<file path="src/sv/xee_pkg.sv">
package xee_pkg;

    // Input beat: one raw byte of the string.
    typedef struct packed {
        logic [7:0] in_byte;
        logic       string_end;
    } in_item_t;

    // Output beat: one byte of the escaped text.
    typedef struct packed {
        logic [7:0] out_byte;
        logic       run_last;
        logic       string_done;
        logic       any_escaped;
    } out_item_t;

    // Class of an input byte as decided by the front end.
    typedef enum logic [2:0] {
        KIND_PASS,
        KIND_LT,
        KIND_GT,
        KIND_AMP,
        KIND_APOS,
        KIND_QUOT
    } kind_t;

    // One queued, classified byte.
    typedef struct packed {
        kind_t      kind;
        logic [7:0] raw;
        logic       last;
        logic       any;
    } entry_t;

    // Queue status seen by both ends.
    typedef struct packed {
        logic full;
        logic not_empty;
    } q_status_t;

    // Characters that need escaping.
    localparam logic [7:0] CH_LT   = 8'h3C;
    localparam logic [7:0] CH_GT   = 8'h3E;
    localparam logic [7:0] CH_AMP  = 8'h26;
    localparam logic [7:0] CH_APOS = 8'h27;
    localparam logic [7:0] CH_QUOT = 8'h22;

    // Entity texts, left aligned in six byte slots.
    localparam logic [47:0] ENT_LT   = {"&lt;", 16'h0000};
    localparam logic [47:0] ENT_GT   = {"&gt;", 16'h0000};
    localparam logic [47:0] ENT_AMP  = {"&amp;", 8'h00};
    localparam logic [47:0] ENT_APOS = "&apos;";
    localparam logic [47:0] ENT_QUOT = "&quot;";

    // Number of output bytes produced for one class.
    function automatic logic [2:0] ent_len(input kind_t kind);
        logic [2:0] len;
        begin
            case (kind)
                KIND_LT:   len = 3'd4;
                KIND_GT:   len = 3'd4;
                KIND_AMP:  len = 3'd5;
                KIND_APOS: len = 3'd6;
                KIND_QUOT: len = 3'd6;
                default:   len = 3'd1;
            endcase
            return len;
        end
    endfunction

    // Byte at position idx of the run for a class; raw byte for pass-through.
    function automatic logic [7:0] ent_byte(input kind_t kind, input logic [7:0] raw,
                                            input logic [2:0] idx);
        logic [47:0] text;
        logic [7:0]  res;
        begin
            case (kind)
                KIND_LT:   text = ENT_LT;
                KIND_GT:   text = ENT_GT;
                KIND_AMP:  text = ENT_AMP;
                KIND_APOS: text = ENT_APOS;
                KIND_QUOT: text = ENT_QUOT;
                default:   text = '0;
            endcase
            if (kind == KIND_PASS)
            begin
                res = raw;
            end
            else
            begin
                res = text[(6'd47 - {idx, 3'b000}) -: 8];
            end
            return res;
        end
    endfunction

endpackage

</file>
<file path="src/sv/xee_front.sv">
module xee_front (
    input  logic              clk,
    input  logic              rst_n,
    input  logic              cfg_valid,
    output logic              cfg_ready,
    input  logic              cfg_attribute_mode,
    input  logic              in_valid,
    output logic              in_ready,
    input  xee_pkg::in_item_t in_item,
    input  xee_pkg::q_status_t q_status,
    output logic              push,
    output xee_pkg::entry_t   push_entry
);
    import xee_pkg::*;

    logic  attribute_mode_reg;
    logic  escaped_seen_reg;
    logic  escaped_seen_next;
    kind_t kind;
    logic  is_esc;

    // The mode register can be written at any time.
    assign cfg_ready = 1'b1;

    // Classify the incoming byte against the current mode.
    always_comb
    begin
        case (in_item.in_byte)
            CH_LT:   kind = KIND_LT;
            CH_GT:   kind = KIND_GT;
            CH_AMP:  kind = KIND_AMP;
            CH_APOS: kind = attribute_mode_reg ? KIND_APOS : KIND_PASS;
            CH_QUOT: kind = attribute_mode_reg ? KIND_QUOT : KIND_PASS;
            default: kind = KIND_PASS;
        endcase
    end

    assign is_esc   = (kind != KIND_PASS);
    assign in_ready = !q_status.full;
    assign push     = in_valid && in_ready;

    // Build the queue entry, carrying the running flag including this byte.
    always_comb
    begin
        push_entry.kind = kind;
        push_entry.raw  = in_item.in_byte;
        push_entry.last = in_item.string_end;
        push_entry.any  = escaped_seen_reg | is_esc;
    end

    // The running flag clears once a string's final byte is taken.
    always_comb
    begin
        escaped_seen_next = escaped_seen_reg;
        if (push)
        begin
            escaped_seen_next = in_item.string_end ? 1'b0 : (escaped_seen_reg | is_esc);
        end
    end

    // Mode and flag registers.
    always_ff @(posedge clk or negedge rst_n)
    begin
        if (!rst_n)
        begin
            attribute_mode_reg <= 1'b0;
            escaped_seen_reg   <= 1'b0;
        end
        else
        begin
            if (cfg_valid && cfg_ready)
            begin
                attribute_mode_reg <= cfg_attribute_mode;
            end
            escaped_seen_reg <= escaped_seen_next;
        end
    end

endmodule

</file>
<file path="src/sv/xee_queue.sv">
module xee_queue #(
    parameter int DEPTH = 2
) (
    input  logic               clk,
    input  logic               rst_n,
    input  logic               push,
    input  xee_pkg::entry_t    push_entry,
    input  logic               pop,
    output xee_pkg::entry_t    head_entry,
    output xee_pkg::q_status_t q_status
);
    import xee_pkg::*;

    localparam int PTR_W = (DEPTH > 1) ? $clog2(DEPTH) : 1;
    localparam int CNT_W = $clog2(DEPTH + 1);

    entry_t             slot_reg [DEPTH];
    logic [PTR_W-1:0]   wr_ptr_reg;
    logic [PTR_W-1:0]   rd_ptr_reg;
    logic [CNT_W-1:0]   count_reg;
    logic [PTR_W-1:0]   wr_ptr_next;
    logic [PTR_W-1:0]   rd_ptr_next;
    logic [CNT_W-1:0]   count_next;

    assign q_status.full      = (count_reg == CNT_W'(DEPTH));
    assign q_status.not_empty = (count_reg != '0);
    assign head_entry         = slot_reg[rd_ptr_reg];

    // Pointer wrap and occupancy.
    always_comb
    begin
        wr_ptr_next = wr_ptr_reg;
        rd_ptr_next = rd_ptr_reg;
        count_next  = count_reg;
        if (push)
        begin
            wr_ptr_next = (wr_ptr_reg == PTR_W'(DEPTH - 1)) ? '0 : wr_ptr_reg + 1'b1;
        end
        if (pop)
        begin
            rd_ptr_next = (rd_ptr_reg == PTR_W'(DEPTH - 1)) ? '0 : rd_ptr_reg + 1'b1;
        end
        if (push && !pop)
        begin
            count_next = count_reg + 1'b1;
        end
        else if (pop && !push)
        begin
            count_next = count_reg - 1'b1;
        end
    end

    always_ff @(posedge clk or negedge rst_n)
    begin
        if (!rst_n)
        begin
            wr_ptr_reg <= '0;
            rd_ptr_reg <= '0;
            count_reg  <= '0;
        end
        else
        begin
            wr_ptr_reg <= wr_ptr_next;
            rd_ptr_reg <= rd_ptr_next;
            count_reg  <= count_next;
        end
    end

    // Entry storage.
    always_ff @(posedge clk)
    begin
        if (push)
        begin
            slot_reg[wr_ptr_reg] <= push_entry;
        end
    end

    // A full queue is never written and an empty one never read.
    a_no_overflow: assert property (@(posedge clk) disable iff (!rst_n)
        q_status.full |-> !push)
        else $error("queue written while full");

    a_no_underflow: assert property (@(posedge clk) disable iff (!rst_n)
        !q_status.not_empty |-> !pop)
        else $error("queue read while empty");

endmodule

</file>
<file path="src/sv/xee_back.sv">
module xee_back (
    input  logic               clk,
    input  logic               rst_n,
    input  xee_pkg::entry_t    head_entry,
    input  xee_pkg::q_status_t q_status,
    output logic               pop,
    output logic               out_valid,
    input  logic               out_ready,
    output xee_pkg::out_item_t out_item
);
    import xee_pkg::*;

    logic [2:0] idx_reg;
    logic [2:0] idx_next;
    logic       out_valid_reg;
    out_item_t  out_item_reg;
    out_item_t  out_item_next;
    logic [2:0] len;
    logic       tail;
    logic       advance;

    assign len     = ent_len(head_entry.kind);
    assign tail    = (idx_reg == (len - 3'd1));
    assign advance = q_status.not_empty && (!out_valid_reg || out_ready);
    assign pop     = advance && tail;

    // Next byte of the current run.
    always_comb
    begin
        out_item_next.out_byte    = ent_byte(head_entry.kind, head_entry.raw, idx_reg);
        out_item_next.run_last    = tail;
        out_item_next.string_done = tail && head_entry.last;
        out_item_next.any_escaped = head_entry.any;
    end

    always_comb
    begin
        idx_next = idx_reg;
        if (advance)
        begin
            idx_next = tail ? 3'd0 : idx_reg + 3'd1;
        end
    end

    // Run position and output valid.
    always_ff @(posedge clk or negedge rst_n)
    begin
        if (!rst_n)
        begin
            idx_reg       <= 3'd0;
            out_valid_reg <= 1'b0;
        end
        else
        begin
            idx_reg <= idx_next;
            if (advance)
            begin
                out_valid_reg <= 1'b1;
            end
            else if (out_ready)
            begin
                out_valid_reg <= 1'b0;
            end
        end
    end

    // Output payload register.
    always_ff @(posedge clk)
    begin
        if (advance)
        begin
            out_item_reg <= out_item_next;
        end
    end

    assign out_valid = out_valid_reg;
    assign out_item  = out_item_reg;

    // The run position stays inside the entity and rests at zero between runs.
    a_idx_in_run: assert property (@(posedge clk) disable iff (!rst_n)
        q_status.not_empty |-> (idx_reg < len))
        else $error("run position beyond entity length");

    a_idx_idle: assert property (@(posedge clk) disable iff (!rst_n)
        !q_status.not_empty |-> (idx_reg == 3'd0))
        else $error("run position left mid-entity with empty queue");

    a_done_on_last: assert property (@(posedge clk) disable iff (!rst_n)
        (out_valid_reg && out_item_reg.string_done) |-> out_item_reg.run_last)
        else $error("string end marked before the last byte of a run");

    a_pop_ends_run: assert property (@(posedge clk) disable iff (!rst_n)
        pop |=> (idx_reg == 3'd0) && out_valid_reg && out_item_reg.run_last)
        else $error("entry released without its final byte");

endmodule

</file>
<file path="src/sv/xml_entity_escaper_top.sv">
// Channel   Beat           Handshake              Direction
// in        in_item_t      in_valid / in_ready    into block
// out       out_item_t     out_valid / out_ready  out of block
// cfg       mode bit       cfg_valid / cfg_ready  into block
//
// One output beat per cycle unless out_ready is low; a plain byte gives one beat, an
// escaped byte four to six. Input is taken every cycle while the classified-byte queue
// has room; it fills as entities drain through the single expansion counter or output
// stalls. A byte passes a queue slot, then the output register, before its first beat.
// Reset is asynchronous and clears the mode, the running flag, the queue and out_valid.
// Either side may stall at any time; the queue and the output register absorb it.
module xml_entity_escaper_top #(
    parameter int QUEUE_DEPTH = 2
) (
    input  logic               clk,
    input  logic               rst_n,
    input  logic               cfg_valid,
    output logic               cfg_ready,
    input  logic               cfg_attribute_mode,
    input  logic               in_valid,
    output logic               in_ready,
    input  xee_pkg::in_item_t  in_item,
    output logic               out_valid,
    input  logic               out_ready,
    output xee_pkg::out_item_t out_item
);
    import xee_pkg::*;

    q_status_t q_status;
    entry_t    push_entry;
    entry_t    head_entry;
    logic      push;
    logic      pop;

    // Front end: mode register, classification and running flag.
    xee_front u_front (
        .clk                (clk),
        .rst_n              (rst_n),
        .cfg_valid          (cfg_valid),
        .cfg_ready          (cfg_ready),
        .cfg_attribute_mode (cfg_attribute_mode),
        .in_valid           (in_valid),
        .in_ready           (in_ready),
        .in_item            (in_item),
        .q_status           (q_status),
        .push               (push),
        .push_entry         (push_entry)
    );

    // Queue of classified bytes between the two ends.
    xee_queue #(
        .DEPTH (QUEUE_DEPTH)
    ) u_queue (
        .clk        (clk),
        .rst_n      (rst_n),
        .push       (push),
        .push_entry (push_entry),
        .pop        (pop),
        .head_entry (head_entry),
        .q_status   (q_status)
    );

    // Back end: entity expansion into output beats.
    xee_back u_back (
        .clk        (clk),
        .rst_n      (rst_n),
        .head_entry (head_entry),
        .q_status   (q_status),
        .pop        (pop),
        .out_valid  (out_valid),
        .out_ready  (out_ready),
        .out_item   (out_item)
    );

endmodule

</file>
<file path="config.mk">
export PLATFORM = sky130hd
export DESIGN_NAME = xml_entity_escaper_top
export DESIGN_NICKNAME = d
export VERILOG_FILES = /design/src/sv/xee_pkg.sv /design/src/sv/xee_front.sv /design/src/sv/xee_queue.sv /design/src/sv/xee_back.sv /design/src/sv/xml_entity_escaper_top.sv
export SDC_FILE = /design/constraint.sdc
export NUM_CORES = 1
export LEC_CHECK = 0
export BUFFER_PORTS_ARGS = -buffer_cell sky130_fd_sc_hd__buf_2
export CAP_MARGIN = 25
export CORE_ASPECT_RATIO = 1.25
export CORE_MARGIN = 2
export CORE_UTILIZATION = 30
export CTS_BUF_LIST = sky130_fd_sc_hd__clkbuf_2
export CTS_CLUSTER_DIAMETER = 60
export DETAILED_ROUTE_END_ITERATION = 8
export GPL_TIMING_DRIVEN = 0
export PLACE_DENSITY = 0.45
export SLEW_MARGIN = 15
export SYNTH_ARGS = -nofsm -noshare
export SYNTH_HDL_FRONTEND = slang
export SYNTH_SLANG_ARGS = --single-unit
</file>
<file path="constraint.sdc">
create_clock -name clk -period 5.1 [get_ports clk]
set_input_delay 1.02 -clock clk [delete_from_list [all_inputs] [get_ports clk]]
set_output_delay 1.02 -clock clk [all_outputs]
set_load 0.005 [all_outputs]
</file>
# Word-level counts from Yosys, hierarchy flattened
# Memory sizes are Yosys's and may differ from the RTL's.
# Cells that the tools add are included.
# word_totals
reg_bits	21
mem_bits_rw	26
in_bits	15
memories	1
# classes
n_addsub	7
eq_ne	12
shift	1
n_mux	16
n_bitwise	1
reduce_logical	18
# memory_table
name	depth	word_bits	read_ports	rd_clocked_by_memory_dff	write_ports	line	text
u_queue.slot_reg	2	13	1	0	1	xee_queue.sv:17	entry_t slot_reg [DEPTH];
# op_table
op	count
$pmux 46 s5	1
$shiftx 55x7->8	1
$eq 8x6->1 const B	5
$pmux 3 s5	1
$mux 3	3
$pmux 3 s3	1
$mux 8	1
$mux 1	7
$eq 3x2->1 const B	2
$eq 3x3->1 const B	2
$logic_and 1x1->1	6
$reduce_bool 2->1	3
$sub 6x6->6 const A	1
$logic_not 1->1	4
$mux 2	2
$reduce_or 2->1	2
$add 3x1->3 const B	1
$eq 3x1->1 const B	1
$eq 3x3->1	1
$logic_not 3->1	1
$reduce_bool 3->1	1
$sub 3x1->3 const B	1
$add 1x1->1 const B	2
$add 2x1->2 const B	1
4 further kinds	4

# Longest topological paths before layout
# Gate-level depths: netlist of the first run.
# An unclocked memory read counts as a cell.
# logic_depth
word_depth	10
ltp_mapped	10
depth_no_buf	9

# Hierarchy
# From an unflattened synthesis of the first run, not the netlist that was laid out.
# unflattened
cells_unflattened	214
hier_area_um2	2593.7
# modules_own_cells
module	instances	cells_each	area_per_inst_um2	seq_area_each_um2
xee_back	1	123	1178.6	430.4
xee_queue	1	56	1127.3	880.8
xee_front	1	35	287.8	50.0

# Worst setup path before layout of the first run
# No wires, ideal clock.
# synth_timing
kind	input to register
startpoint	in out_ready
endpoint	reg u_queue.count_reg[1]
setup_time_ps	125
arrival_ps	2280
required_ps	4975
path_slack_ps	2695
stages	8
path_buffers	0
cell_sequence	nand2b_1 > o21ai_1 > inv_1 > o21ai_1 > ha_1 > xor2_1 > nor2_1 > xor2_1
# synth_between
elab_chain_cells	6
word_cells_on_any_way	8
classes_between	mux (1); reduce/logical (7)
# synth_lines
element	line	text
start: declaration	xml_entity_escaper_top.sv:24	input logic out_ready,
$logic_or 1x1->1 *	xee_back.sv:24	assign advance = q_status.not_empty && (!out_valid_reg || out_ready);
$logic_and 1x1->1 *	xee_back.sv:24	
net u_back.advance	xee_back.sv:20	logic advance;
$logic_and 1x1->1 *	xee_back.sv:25	assign pop = advance && tail;
$logic_not 1->1	xee_queue.sv:43	if (push && !pop)
$logic_and 1x1->1	xee_queue.sv:43	
$mux 2 / $reduce_bool 2->1 (equally long branches)	-	
end signal: assignment	xee_queue.sv:65	count_reg <= count_next;
end: declaration	xee_queue.sv:20	logic [CNT_W-1:0] count_reg;
# The timed path passes the listed nets; every way through them passes the cells marked *.
# A chain may end at the register's enable or synchronous reset.

# Final worst setup path of the first run
# layout_timing
startpoint	reg u_queue.rd_ptr_reg
endpoint	reg u_queue.count_reg[1]
# layout_between
elab_chain_cells	10
word_cells_on_any_way	17
classes_between	add/sub (1); eq/ne (6); mux (2); reduce/logical (7); memory (1)
# layout_lines
element	line	text
start: declaration	xee_queue.sv:19	logic [PTR_W-1:0] rd_ptr_reg;
start signal: assignment	xee_queue.sv:64	rd_ptr_reg <= rd_ptr_next;
$mem_v2 2x13 *	-	
$eq 3x3->1, or another cell as far along	xee_pkg.sv:59	case (kind)
$reduce_or 2->1 (no source line)	-	
$pmux 3 s3 *	xee_pkg.sv:59	
$sub 3x1->3 *	xee_back.sv:23	assign tail = (idx_reg == (len - 3'd1));
$eq 3x3->1 *	xee_back.sv:23	
$logic_and 1x1->1 *	xee_back.sv:25	
$logic_not 1->1	xee_queue.sv:43	
$logic_and 1x1->1	xee_queue.sv:43	
$mux 2 / $reduce_bool 2->1 (equally long branches)	-	
# Mark *: on every way between the ends. The rest lies on a longest branch, timed or not.

==> flow_summary.yaml, run 1 <==
cells_and_area:
  fillCellCount: 844
  fin_area_mm2: 0.002808
  area_growth_pct: 13.39
  largest_reg_flops: 26
  nets: 263
  n_antenna_cell: 0
  layout-drive-gt1-share: 0.2308
  finish.utilization: 0.3446
global_routing:
  antenna_found_initial: 0
  grt_max_degree: 16
  grt_pass1_vias: 1669
  grt_overflow: 0
  grt_first_pass_wirelength_um: 8687
  grt_usage: 0.1241
timing:
  whs_ns: 0.4279
  relSlewSlack: 0.5579
  rsz0062_at_grt: "false"
  finalCriticalPeriod_ns: 2.471
  setup_tns_ns: 0
  max_freq_mhz: 404.8
  setup_viol: 0
  hold_violations: 0
  finalClockSkew_ns: 0.02661
  max_slew.worst_pin.slew_ns: 0.6632
  period_share: 0.4844
  maxSlewViolCount: 0
clock_network:
  cts_tree: "yes"
  htree_levels: 2
  cts_setup_buffers: 0
  cts_buffers: 5
  clkTransAtPathRegs_ns: 0.24
  clkLatencyLatePin_ns: 0.41
  cts_resized: 0
  cts_buffer_depth: 2
  cts-hold-fix-buffers: 0
  cts_sinks: 47
  cts-root-buf: "clkbuf_2"
floorplanning:
  core.rowCount: 37
  die_h_um: 105.6
  core-area_mm2: 0.008148
  dieArea_mm2: 0.009001
  initial_utilization: 0.3039
  die_w_um: 85.26
  io_pins: 29
power_and_ir_drop:
  pwr_density_cell_mw_per_mm2: 531.2
  leakage_uw: 0.001085
  peakVddDrop_v: 0.0001610
  finalPower_uw: 1491
synthesis:
  yosysWarnings: 0
  synth_area_mm2: 0.002476
  synth-edff-count: 37
  avgSynthCellArea_um2: 11.74
  ys_seq_elements: 47
  synthCells: 211
  synthArstFlopShare: 0.2128
  yosys.cell_count.top_type: "edfxtp_1"
  synth_cell_types: 58
  ys_seq_area_frac: 0.5498
  synth_top_area_cell: "edfxtp_1"
  synthTopCellsByArea: "edfxtp_1, dfrtp_1, mux2i_1"
  yosys.area.top_type_share: 0.4487
  synth.top_cells.by_count: "edfxtp_1, nor2_1, nand2_1, a21oi_1, o21ai_1"
  syn_nets: 228
  synthFlopType: "edfxtp_1"
worst_setup_path:
  crit_start: "u_queue.rd_ptr_reg$_DFFE_PN0P_"
  regToRegSetupSlack_ns: 2.63
  rr_worst_depth: 10
  critPathArrivalTime_ns: 2.83
  rr_endpoint: "u_queue.count_reg[1]$_DFFE_PN0P_"
  crit_end: "u_queue.count_reg[1]$_DFFE_PN0P_"
  start_kind: "flop"
  r2r_start: "u_queue.rd_ptr_reg$_DFFE_PN0P_"
  critical_path.max_fanout: 10
  end_kind: "flop"
  required_ns: 5.46
  critPathKind: "flop to flop"
route:
  via_count: 1760
  drc_errors: 0
  drt_iter0_markers: 87
  ant_nets: 0
  dr.pass1.iters: 4
  detail_route.wl_per_cell_um: 15.83
  wirelength_um: 5444
  viasPerCell: 5.116
placed_design:
  numPortBuffers: 27
  dp_hpwl_um: 4045
  place.gp.congestion: 0.8517
  postPlaceCellArea_mm2: 0.002740
run:
  maxCapViolCount: 0
min_path:
  hold_class: "input port to async pin"
run_status:
  status: "finished, final reports clean"
==> worst min-delay path by stage <==
| stage | endpoint | slack (ns) | depth (start not counted) |
|---|---|---|---|
| 2_1_floorplan | u_queue.wr_ptr_reg$_DFFE_PN0P_ | 0.46 | 1 |
| 3_3_place_gp | u_back.out_valid$_DFFE_PN0P_ | 0.47 | 2 |
| 3_5_place_dp | u_back.out_valid$_DFFE_PN0P_ | 0.48 | 2 |
| 4_1_cts | u_back.out_valid$_DFFE_PN0P_ | 0.41 | 1 |
| 5_1_grt | u_queue.wr_ptr_reg$_DFFE_PN0P_ | 0.39 | 1 |
| 6_report | u_queue.wr_ptr_reg$_DFFE_PN0P_ | 0.43 | 1 |
==> worst max-delay path, stage by stage, from the launching register on <==
cell	delay [ns]
dfrtp_1	0.47
buf_6	0.20
mux2_2	0.44
nor2_1	0.18
a31oi_2	0.13
a21oi_2	0.27
o21ai_1	0.11
ha_1	0.23
xor2_1	0.14
nor2_1	0.12
xor2_1	0.14
==> layout make-up <==
type                       instances  area [µm²]  area share
timing repair buffer              28       142.6     0.05080
multi-input combinational        148        1035      0.3685
inverter                           4       15.01    0.005348
tap                               97       121.4     0.04323
clock inverter                     2       37.54     0.01337
clock buffer                       6       30.03     0.01070
sequential                        47        1361      0.4849
buffer                            12       65.06     0.02317
==> power by group <==
| group | internal, µW | total [µW] | leakage [µW] | switching (µW) |
|---|---|---|---|---|
| clock network | 84.7 | 206 | 0.0000392 | 122 |
| logic | 263 | 659 | 0.000579 | 396 |
| registers | 570 | 626 | 0.000467 | 55.9 |
| total | 918 | 1490 | 0.00109 | 573 |
==> cell families after synthesis <==
logic type               Yosys count  synth area share
buffers and inverters             16           0.03234
flip-flops                        47            0.5498
AO/OA/AOI/OAI                     58            0.1572
other                              1          0.001514
XOR/XNOR                           6           0.02122
adder cells (fa/ha/maj)            3           0.01415
multiplexers                      18           0.08943
AND/OR/NAND/NOR                   62            0.1344
==> through the flow <==
stage                     setup WS, ns  std cells
after global placement           2.189        335
after global routing             2.437        344
after CTS                        2.564        344
after detailed placement         2.205        336
final                            2.629        344
after floorplan                  2.695        211
==> routing by layer <==
| layer | part of all wire | wire (µm) | track usage | vias to the layer above |
|---|---|---|---|---|
| met2 | 0.52 | 2858 | 0.2137 | 28 |
| met1 | 0.43 | 2365 | 0.1589 | 863 |
| met5 | 0 | 0 | 0 | - |
| li1 | - | - | - | 863 |
| met3 | 0.026 | 141 | 0.01723 | 6 |
| met4 | 0.014 | 78 | 0.04082 | 0 |
==> cells in the final DEF (no fill, tap or decap), types with 7 or more instances in the layout <==
cell,synthesis,final
nand2_1,14,14
o21ai_0,8,8
buf_2,1,28
o21ai_1,11,11
dfrtp_1,10,10
clkbuf_1,7,7
a21oi_1,11,11
nor2_1,15,15
mux2i_1,8,8
edfxtp_1,37,37
Power figures use the tool's default switching activity.
==> run 2: changes to the inputs <==
Settings changed: ABC_AREA set to 1.
Clock period 5.1 ns to 2.3 ns, I/O delays scaled along.
==> flow_summary.yaml, run 2 <==
placed_design:
  dp_slack_ns: -0.09667
  postPlaceCellArea_mm2: 0.002731
  dp_hpwl_um: 3965
  numPortBuffers: 27
  place.gp.congestion: 0.9131
global_routing:
  met3_usage: 0.02349
  grt_overflow: 0
  grt_max_degree: 18
  top_usage_layer: "met2"
  grt_usage: 0.1218
  grt_use_met2: 0.2098
  antenna_found_initial: 1
  grt_pass1_vias: 1737
  grt_use_met1: 0.1459
  grt_first_pass_wirelength_um: 8487
cells_and_area:
  layout-drive-gt1-share: 0.2323
  area_growth_pct: 14.02
  fin_area_mm2: 0.002809
  layout_common_cells: "nand2_1, edfxtp_1, buf_2, inv_1, nand3_1"
  largest_reg_flops: 26
  nets: 313
  layout_commonest_cell: "nand2_1"
clock_network:
  cts-root-buf: "clkbuf_2"
  cts_buffer_depth: 2
  clkTransAtPathRegs_ns: 0.29
  cts_buffers: 5
  cts_tree: "yes"
  htree_levels: 2
  clkLatencyLatePin_ns: 0.44
  cts_setup_buffers: 0
  cts_sinks: 47
synthesis:
  yosys.cell_count.top_type: "nand2_1"
  yosysWarnings: 0
  synthCells: 262
  synthArstFlopShare: 0.2128
  synth-edff-count: 37
  synth_top_area_cell: "edfxtp_1"
  ys_seq_area_frac: 0.5526
  synthTopCellsByArea: "edfxtp_1, nand2_1, dfrtp_1"
  synth_cell_types: 29
  yosys.area.top_type_share: 0.4510
  synth_area_mm2: 0.002464
  syn_nets: 279
  avgSynthCellArea_um2: 9.403
  synth.top_cells.by_count: "nand2_1, edfxtp_1, inv_1, nand3_1, nor2_1"
  ys_seq_elements: 47
  synthFlopType: "edfxtp_1"
floorplanning:
  core.rowCount: 36
  io_pins: 29
  die_w_um: 85.06
  core-area_mm2: 0.007883
  die_h_um: 105.3
  dieArea_mm2: 0.008958
  initial_utilization: 0.3125
timing:
  whs_ns: 0.1580
  maxSlewViolCount: 0
  finalCriticalPeriod_ns: 2.130
  max_freq_mhz: 469.5
  hold_violations: 0
  rsz0062_at_grt: "false"
  max_slew.worst_pin.slew_ns: 0.7429
  relSlewSlack: 0.5042
  finalClockSkew_ns: 0.03222
  period_share: 0.9261
  setup_viol: 0
  setup_tns_ns: 0
  worst_slack_ns: 0.1699
worst_setup_path:
  rr_endpoint: "u_queue.count_reg[1]$_DFFE_PN0P_"
  rr_worst_depth: 14
  critPathKind: "flop to flop"
  regToRegSetupSlack_ns: 0.17
  r2r_start: "u_queue.rd_ptr_reg$_DFFE_PN0P_"
  start_kind: "flop"
  critical_path.max_fanout: 9
  end_kind: "flop"
  critPathArrivalTime_ns: 2.50
  crit_end: "u_queue.count_reg[1]$_DFFE_PN0P_"
  crit_start: "u_queue.rd_ptr_reg$_DFFE_PN0P_"
  required_ns: 2.67
route:
  via_count: 1804
  drt_iter0_markers: 45
  dr.pass1.iters: 4
  wirelength_um: 5216
  drc_errors: 0
  ant_nets: 0
  detail_route.wl_per_cell_um: 13.27
  viasPerCell: 4.590
min_path:
  hold_class: "input port to flop"
power_and_ir_drop:
  peakVddDrop_v: 0.0004075
  pwr_density_cell_mw_per_mm2: 1277
  leakage_uw: 0.001290
run:
  maxCapViolCount: 0
run_status:
  status: "finished, final reports clean"
-- run 2: changes by cell type after synthesis, sizes merged, moves of 4 or more --
cell | before | now
nand3 | 4 | 21
nand4 | 2 | 9
a31oi | 4 | 0
and3 | 6 | 0
nor2 | 16 | 20
o21ai | 20 | 6
mux2 | 7 | 0
mux2i | 11 | 1
nand2 | 15 | 97
inv | 4 | 28
-- run 2: cell type report --
class / count / area [µm²]
fill: 813 / 5074
sequential: 47 / 1361
multi-input combinational: 180 / 979.7
timing repair buffer: 29 / 152.6
tap: 95 / 118.9
inverter: 28 / 110.1
buffer: 5 / 31.28
clock inverter: 3 / 27.53
clock buffer: 5 / 25.02
antenna: 1 / 2.502
-- run 2: timing repair --
action | in CTS | in global routing
hold buffers | 1 | 0
endpoints found under the setup margin | 1 | 1
resized for setup | 1 | 1
hold endpoints to repair | 10 | 0
-- run 2: worst min path at each step --
stage / depth (start not counted) / start / endpoint
floorplan: 0 / rst_n / u_back.idx_reg[0]$_DFFE_PN0P_
global placement: 1 / rst_n / u_back.idx_reg[1]$_DFFE_PN0P_
finish: 2 / out_ready / u_back.out_valid$_DFFE_PN0P_
global route: 2 / out_ready / u_back.out_valid$_DFFE_PN0P_
detailed placement: 1 / rst_n / u_back.idx_reg[1]$_DFFE_PN0P_
CTS: 2 / out_ready / u_back.out_valid$_DFFE_PN0P_
-- run 2: logic make-up (layout without fill, tap and decap cells) --
logic type / after synthesis / in the layout / share of synthesized area
mux: 1 / 1 / 0.004063
fa+ha+maj: 2 / 2 / 0.01016
buf+inv: 35 / 70 / 0.06044
simple gates: 152 / 152 / 0.3134
other cells: 1 / 2 / 0.001522
compound gates: 21 / 21 / 0.04723
xor+xnor: 3 / 3 / 0.01067
flops: 47 / 47 / 0.5526
-- run 2: routing by layer --
layer	wire (µm)	up-vias
met2	2625	39
met3	144	4
li1	-	936
met1	2379	825
met4	67	0
met5	0	-
-- run 2: where the power goes --
part | switching, µW | internal [µW]
Sequential | 107 | 1280
Combinational | 1210 | 605
Clock | 301 | 87.2
Total | 1620 | 1970
-- run 2: critical path, cell delays in order, from the launching register on --
cell	delay [ns]
dfrtp_1	0.44
buf_6	0.14
inv_6	0.10
nand2_4	0.06
nand2_4	0.11
nor2_1	0.05
nor2_1	0.16
nand3_1	0.16
nand2_2	0.11
nor2_4	0.04
nand3_2	0.09
ha_4	0.21
a21oi_1	0.10
o21ai_0	0.11
xor2_1	0.15
-- run 2: metrics by stage --
stage	instances	power, µW	util
finish	393	3587	0.3563
global route	393	3889	0.3563
CTS	394	3627	0.3554
detailed placement	385	3219	0.3465
global placement	384	3210	0.3452
floorplan	262	2706	-
